File: src/assert_macros.svh
// Assertion macros shared by the loader RTL.
// Each macro checks a property on the rising edge of the given clock.
`ifndef ASSERT_MACROS_SVH
`define ASSERT_MACROS_SVH

`ifndef SYNTHESIS

// Checked property, switched off while the active-low reset is asserted.
`define IHEX_ASSERT(label, clk, rstn, prop, msg) \
    label: assert property (@(posedge clk) disable iff (!(rstn)) (prop)) else $error(msg);

// Checked property that also holds during reset.
`define IHEX_ASSERT_ALWAYS(label, clk, prop, msg) \
    label: assert property (@(posedge clk) (prop)) else $error(msg);

`else

`define IHEX_ASSERT(label, clk, rstn, prop, msg)
`define IHEX_ASSERT_ALWAYS(label, clk, prop, msg)

`endif

`endif

File: src/ihex_pkg.sv
`timescale 1ns / 1ps

package ihex_pkg;

    // Width of the load address; one extra bit marks the end of memory.
    localparam int ADDR_BITS = 16;

    // Characters recognised in the text stream.
    localparam logic [7:0] CH_COLON = 8'h3A;
    localparam logic [7:0] CH_CR    = 8'h0D;
    localparam logic [7:0] CH_LF    = 8'h0A;

    // Record type that carries the start address.
    localparam logic [7:0] REC_START = 8'h05;

    // Position in the record.
    typedef enum logic [2:0] {
        PH_COLON = 3'd0,
        PH_COUNT = 3'd1,
        PH_ADDR  = 3'd2,
        PH_TYPE  = 3'd3,
        PH_DATA  = 3'd4,
        PH_CHECK = 3'd5
    } phase_t;

    // Result event codes.
    typedef enum logic [2:0] {
        EV_NONE  = 3'd0,
        EV_WRITE = 3'd1,
        EV_START = 3'd2,
        EV_DONE  = 3'd3,
        EV_ERROR = 3'd4
    } event_t;

    // Error codes.
    typedef enum logic [1:0] {
        ERR_NONE  = 2'd0,
        ERR_COLON = 2'd1,
        ERR_DIGIT = 2'd2
    } err_t;

    // Parser state carried from one word to the next.
    typedef struct packed {
        phase_t               phase;
        logic [1:0]           digit_index;
        logic [15:0]          acc;
        logic [7:0]           bytes_left;
        logic [ADDR_BITS:0]   load_address;
        logic                 halted;
    } parse_state_t;

    // One result word.
    typedef struct packed {
        event_t                 evt;
        err_t                   err;
        logic [ADDR_BITS-1:0]   addr;
        logic [7:0]             data;
    } result_t;

    localparam parse_state_t PARSE_RESET = '{
        phase:        PH_COLON,
        digit_index:  2'd0,
        acc:          16'd0,
        bytes_left:   8'd0,
        load_address: '0,
        halted:       1'b0
    };

    localparam result_t RESULT_NONE = '{
        evt:  EV_NONE,
        err:  ERR_NONE,
        addr: '0,
        data: 8'd0
    };

    // Decodes one ASCII hex digit: bit 4 is set for a valid digit, bits 3:0 hold its value.
    function automatic logic [4:0] hex_value(input logic [7:0] c);
        logic [4:0] r;
        r = 5'd0;
        if (c >= 8'h30 && c <= 8'h39) begin
            r = {1'b1, 4'(c - 8'h30)};
        end else if (c >= 8'h41 && c <= 8'h46) begin
            r = {1'b1, 4'(c - 8'h37)};
        end else if (c >= 8'h61 && c <= 8'h66) begin
            r = {1'b1, 4'(c - 8'h57)};
        end
        return r;
    endfunction

endpackage

File: src/intel_hex_record_loader.sv
`timescale 1ns / 1ps
// Intel HEX record loader.
// The s_ channel takes one ASCII character per word on s_char_in; the m_
// channel gives exactly one result word per character: m_event_res,
// m_error_kind, m_addr and m_data. Both channels use valid and ready.
// A character is taken into an input register, decoded against the parser
// state in a single pass of logic and written into the result register,
// which holds it until the receiver takes it. A new character can be
// accepted on every cycle while results are taken.
// The input register and the result register are the only buffering: when
// the receiver holds m_ready low, the pending character waits in the input
// register and s_ready falls once both registers are full.
// A malformed stream reports one error word and then halts the parser: all
// later characters are taken and give empty result words until reset.
// The synchronous active-low reset empties both registers and returns the
// parser to waiting for a colon, with no clearing pass.
`include "assert_macros.svh"

module intel_hex_record_loader
    import ihex_pkg::*;
(
    input  logic                 aclk,
    input  logic                 aresetn,
    input  logic                 s_valid,
    output logic                 s_ready,
    input  logic [7:0]           s_char_in,
    output logic                 m_valid,
    input  logic                 m_ready,
    output logic [2:0]           m_event_res,
    output logic [1:0]           m_error_kind,
    output logic [ADDR_BITS-1:0] m_addr,
    output logic [7:0]           m_data
);

    logic         in_valid_reg;
    logic [7:0]   char_reg;
    parse_state_t state_reg;
    parse_state_t state_next;
    logic         out_valid_reg;
    result_t      result_reg;
    result_t      result_next;
    logic         advance;

    // A buffered word moves on when the result register is free or being emptied.
    assign advance = in_valid_reg && (!out_valid_reg || m_ready);
    assign s_ready = !in_valid_reg || advance;

    ihex_parse u_parse (
        .cur     (state_reg),
        .char_in (char_reg),
        .nxt     (state_next),
        .res     (result_next)
    );

    // Control state and parser state.
    always_ff @(posedge aclk) begin
        if (!aresetn) begin
            in_valid_reg  <= 1'b0;
            out_valid_reg <= 1'b0;
            state_reg     <= PARSE_RESET;
        end else begin
            if (s_valid && s_ready) begin
                in_valid_reg <= 1'b1;
            end else if (advance) begin
                in_valid_reg <= 1'b0;
            end
            if (advance) begin
                out_valid_reg <= 1'b1;
                state_reg     <= state_next;
            end else if (m_ready) begin
                out_valid_reg <= 1'b0;
            end
        end
    end

    // Payload registers.
    always_ff @(posedge aclk) begin
        if (s_valid && s_ready) begin
            char_reg <= s_char_in;
        end
        if (advance) begin
            result_reg <= result_next;
        end
    end

    assign m_valid      = out_valid_reg;
    assign m_event_res  = result_reg.evt;
    assign m_error_kind = result_reg.err;
    assign m_addr       = result_reg.addr;
    assign m_data       = result_reg.data;

    // Once halted, the parser stays halted until reset.
    `IHEX_ASSERT(a_halt_sticky, aclk, aresetn, state_reg.halted |=> state_reg.halted, "halt lost")
    // An error word on the output implies the parser has halted.
    `IHEX_ASSERT(a_error_halts, aclk, aresetn, (out_valid_reg && result_reg.evt == EV_ERROR) |-> state_reg.halted, "error without halt")
    // The error code is set exactly on error words.
    `IHEX_ASSERT(a_err_code, aclk, aresetn, out_valid_reg |-> ((result_reg.evt == EV_ERROR) == (result_reg.err != ERR_NONE)), "error code mismatch")
    // The data phase is only entered with bytes still to come.
    `IHEX_ASSERT(a_data_count, aclk, aresetn, (state_reg.phase == PH_DATA) |-> (state_reg.bytes_left != 8'd0), "data phase with zero count")
    // A word that leaves the input register always lands in the result register.
    `IHEX_ASSERT_ALWAYS(a_advance_out, aclk, (aresetn && advance) |=> (!aresetn || out_valid_reg), "result word lost")

endmodule

File: src/ihex_parse.sv
`timescale 1ns / 1ps

module ihex_parse
    import ihex_pkg::*;
(
    input  parse_state_t cur,
    input  logic [7:0]   char_in,
    output parse_state_t nxt,
    output result_t      res
);

    logic [4:0]          hex;
    logic                is_hex;
    logic [15:0]         acc_shift;
    logic                field_last;
    logic [7:0]          bytes_dec;
    logic                addr_ok;
    logic                is_break;

    // Digit decode and the shared field arithmetic.
    assign hex        = hex_value(char_in);
    assign is_hex     = hex[4];
    assign acc_shift  = {cur.acc[11:0], hex[3:0]};
    assign field_last = (cur.phase == PH_ADDR) ? (cur.digit_index == 2'd3)
                                               : (cur.digit_index != 2'd0);
    assign bytes_dec  = cur.bytes_left - 8'd1;
    assign addr_ok    = !cur.load_address[ADDR_BITS];
    assign is_break   = (char_in == CH_CR) || (char_in == CH_LF);

    // Next state.
    always_comb begin
        nxt = cur;
        if (!cur.halted) begin
            case (cur.phase)
                PH_COUNT, PH_ADDR, PH_TYPE, PH_DATA, PH_CHECK: begin
                    if (!is_hex) begin
                        nxt.halted = 1'b1;
                    end else if (!field_last) begin
                        nxt.acc         = acc_shift;
                        nxt.digit_index = cur.digit_index + 2'd1;
                    end else begin
                        // A field is complete: start the next one from zero.
                        nxt.acc         = 16'd0;
                        nxt.digit_index = 2'd0;
                        case (cur.phase)
                            PH_COUNT: begin
                                nxt.bytes_left = acc_shift[7:0];
                                nxt.phase      = PH_ADDR;
                            end
                            PH_ADDR: begin
                                nxt.load_address = {1'b0, acc_shift[ADDR_BITS-1:0]};
                                nxt.phase        = PH_TYPE;
                            end
                            PH_TYPE: begin
                                nxt.phase = (cur.bytes_left != 8'd0) ? PH_DATA : PH_CHECK;
                            end
                            PH_DATA: begin
                                if (addr_ok) begin
                                    nxt.load_address = cur.load_address + 1'b1;
                                end
                                nxt.bytes_left = bytes_dec;
                                nxt.phase      = (bytes_dec != 8'd0) ? PH_DATA : PH_CHECK;
                            end
                            default: begin
                                nxt.phase = PH_COLON;
                            end
                        endcase
                    end
                end
                default: begin
                    // Between records: skip line breaks, expect a colon.
                    if (char_in == CH_COLON) begin
                        nxt.phase       = PH_COUNT;
                        nxt.digit_index = 2'd0;
                        nxt.acc         = 16'd0;
                    end else if (!is_break) begin
                        nxt.halted = 1'b1;
                    end
                end
            endcase
        end
    end

    // Result word.
    always_comb begin
        res = RESULT_NONE;
        if (!cur.halted) begin
            case (cur.phase)
                PH_COUNT, PH_ADDR, PH_TYPE, PH_DATA, PH_CHECK: begin
                    if (!is_hex) begin
                        res.evt = EV_ERROR;
                        res.err = ERR_DIGIT;
                    end else if (field_last) begin
                        case (cur.phase)
                            PH_TYPE: begin
                                if (acc_shift[7:0] == REC_START) begin
                                    res.evt  = EV_START;
                                    res.addr = cur.load_address[ADDR_BITS-1:0];
                                end
                            end
                            PH_DATA: begin
                                if (addr_ok) begin
                                    res.evt  = EV_WRITE;
                                    res.addr = cur.load_address[ADDR_BITS-1:0];
                                    res.data = acc_shift[7:0];
                                end
                            end
                            PH_CHECK: begin
                                res.evt = EV_DONE;
                            end
                            default: begin
                                res.evt = EV_NONE;
                            end
                        endcase
                    end
                end
                default: begin
                    if (char_in != CH_COLON && !is_break) begin
                        res.evt = EV_ERROR;
                        res.err = ERR_COLON;
                    end
                end
            endcase
        end
    end

endmodule

File: config.mk
export PLATFORM = sky130hd
export DESIGN_NAME = intel_hex_record_loader
export DESIGN_NICKNAME = d
export VERILOG_FILES = /design/src/ihex_pkg.sv /design/src/intel_hex_record_loader.sv /design/src/ihex_parse.sv
export VERILOG_INCLUDE_DIRS = /design/src /design/src/src
export SDC_FILE = /design/constraint.sdc
export NUM_CORES = 1
export LEC_CHECK = 0
export ABC_AREA = 1
export BUFFER_PORTS_ARGS = -buffer_cell sky130_fd_sc_hd__buf_2
export CAP_MARGIN = 0
export CORE_ASPECT_RATIO = 1.4
export CORE_MARGIN = 1.5
export CORE_UTILIZATION = 50
export DETAILED_ROUTE_END_ITERATION = 16
export GPL_TIMING_DRIVEN = 1
export PLACE_DENSITY_LB_ADDON = 0.2
export SYNTH_ARGS = -nofsm -noshare
export SYNTH_HDL_FRONTEND = slang
export SYNTH_HIERARCHICAL = 1
export SYNTH_SLANG_ARGS = --single-unit
File: constraint.sdc
create_clock -name aclk -period 3.25 [get_ports aclk]
set_clock_uncertainty 0.1 [all_clocks]
set_input_delay 0.325 -clock aclk [delete_from_list [all_inputs] [get_ports aclk]]
set_output_delay 0.325 -clock aclk [all_outputs]
set_load 0.05 [all_outputs]
==> impl_metrics.yaml <==
cells_and_area:
  drive_gt1_frac: 0.139
  largest_register_ff_count: 43
  area_growth_pct: 9.73
  nFillCells: 1048
  antenna_cells: 0
  multiInputGateArea_um2: 2600
  nets: 807
  regArea_um2: 2010
critical_path:
  cp_max_fo: 17
  critPathMaxStageDelay_ps: 460
  crit_path_cell_trace: "inv_1 -> ha_1 -> inv_1 -> nand3_1 -> nand3_2 -> nand2_2 -> nand2_4 -> nor2_8 -> nand2_8 -> inv_6 -> nand3_1 -> o21ai_0 -> inv_1 -> inv_1 -> nand3_1 -> nand2_1 -> nor2_1"
  rrSetupSlack_ps: 650
  worst_r2r_path_depth: 17
  critPathTopFamily: "simple AND/OR/NAND/NOR gates"
  r2r-end: "state_reg[4]"
  critPathBufInv: 5
  r2r_start: "char_reg[1]"
  worst_setup_path_start_kind: "flip-flop"
  crit_path_end_kind: "flip-flop"
  cp.required_ps: 3390
  crit_top_cell: "inv_1"
  crit_type: "reg2reg"
  crit_slowest_cell: "edfxtp_1"
  arrival_ps: 2740
sta:
  tns_ps: 0
  slew_headroom: 0.402
  whs_ps: 56.0
  rsz0062_at_grt: "false"
  worst_pin_slew_ps: 897
  layout_min_cycle_time_ps: 2600
  finalCritPeriodShare: 0.801
  final_hold_viol_count: 0
  setup_slack_ps: 647
  fmax_mhz: 384
  setup_violations: 0
  slew_violations: 0
run:
  maxCapViolCount: 0
detailed_routing:
  drt_iter0_markers: 283
  detail_route.first_pass.iterations: 7
  vias_per_cell: 5.40
  ant_nets: 0
  drc: 0
  via_count: 5004
  wl_per_cell_um: 14.3
  wirelength_um: 13300
status:
  outcome: "finished clean"
hold_path:
  whs_path_depth: 1
  holdCritStartpoint: "s_char_in[3]"
  worst_hold_path_type: "in2reg"
  hold_end: "char_reg[3]"
die:
  fp.dieH_um: 125
  initial_core_util: 0.514
  ioPinCount: 43
  die-area_um2: 11300
  core-area_um2: 10300
  row_count: 44
  die_w_um: 90.2
grt:
  grt_pass1_vias: 4715
  grt_pass1_wl_um: 22100
  antenna_found_initial: 0
  grt_overflow: 0
  gr-usage-all-layers: 0.242
  grt_max_degree: 87
cts:
  clockRootBuffer: "clkbuf_16"
  cts.path.max_buffers: 2
  path_clk_slew_ps: 60
  cts_resized: 0
  cts_sinks: 82
  tritoncts: "done"
  h-tree-depth: 3
  hold_buffers: 0
  postCtsSetupRepairBufs: 0
  clkLatencyLatePin_ps: 340
  cts_buffers: 9
synthesis:
  syn-num-nets: 783
  synth_cells: 760
  synth_area_um2: 5320
  syn_area_per_cell_um2: 7.00
  yosysWarnings: 6
place:
  numPortBuffers: 42
  gp_congestion: 0.878
  dp_hpwl_um: 9480
  dp_slack_ps: 698
power:
  total_power_mw: 2.75
  p_per_area_nw_per_um2: 471
  ir_drop_mv: 0.249
  p_leak_nw: 2.47
-- power breakdown --
part           internal (mW)  leakage (nW)  switching [mW]
Sequential              1.14         0.741          0.0562
Clock                  0.627         0.155           0.435
Combinational          0.151          1.58           0.345
-- layout by cell type (no fill, tap or decap), drive strengths merged --
master	instances
inv	122
o22ai	20
or2	1
xor2	3
nand2	143
o21bai	2
ha	11
nor4	1
clkinv	5
a31o	1
bufinv	1
nand4	12
buf	50
nand3	84
a22oi	4
dfxtp	45
edfxtp	37
a21o	1
o21ai	32
nor2	112
nor3	10
o32ai	1
clkbuf	10
a21oi	81
-- metal layers --
metal,up-vias,part of all wire,track usage
li1,2525,-,-
met1,2317,0.39,0.263
met2,133,0.53,0.452
met3,29,0.044,0.0408
met4,0,0.029,0.110
met5,-,0,0
-- stage by stage --
stage | instance area [um2] | std cells | utilization
final | 5840 | 927 | 0.564
after global routing | 5840 | 927 | 0.564
after CTS | 5840 | 927 | 0.564
after detailed placement | 5530 | 911 | 0.534
after global placement | 5530 | 911 | 0.534
after floorplan | 5320 | 760 | -
-- area by class of cell --
cell class,instances,area share
inverter,122,0.0801
tap,138,0.0296
clock buffer,10,0.0409
multi-input combinational,519,0.446
timing repair buffer,50,0.0463
clock inverter,6,0.0124
sequential,82,0.345
-- worst max-delay path by stage --
stage,depth (start not counted),end,startpoint
global placement,16,state_reg[4],state_reg[46]
global route,15,state_reg[4],char_reg[0]
detailed placement,17,state_reg[4],char_reg[0]
CTS,13,state_reg[4],state_reg[44]
finish,17,state_reg[4],char_reg[1]
floorplan,5,m_addr[0],in_valid_reg
(Power assumes the default switching activity.)
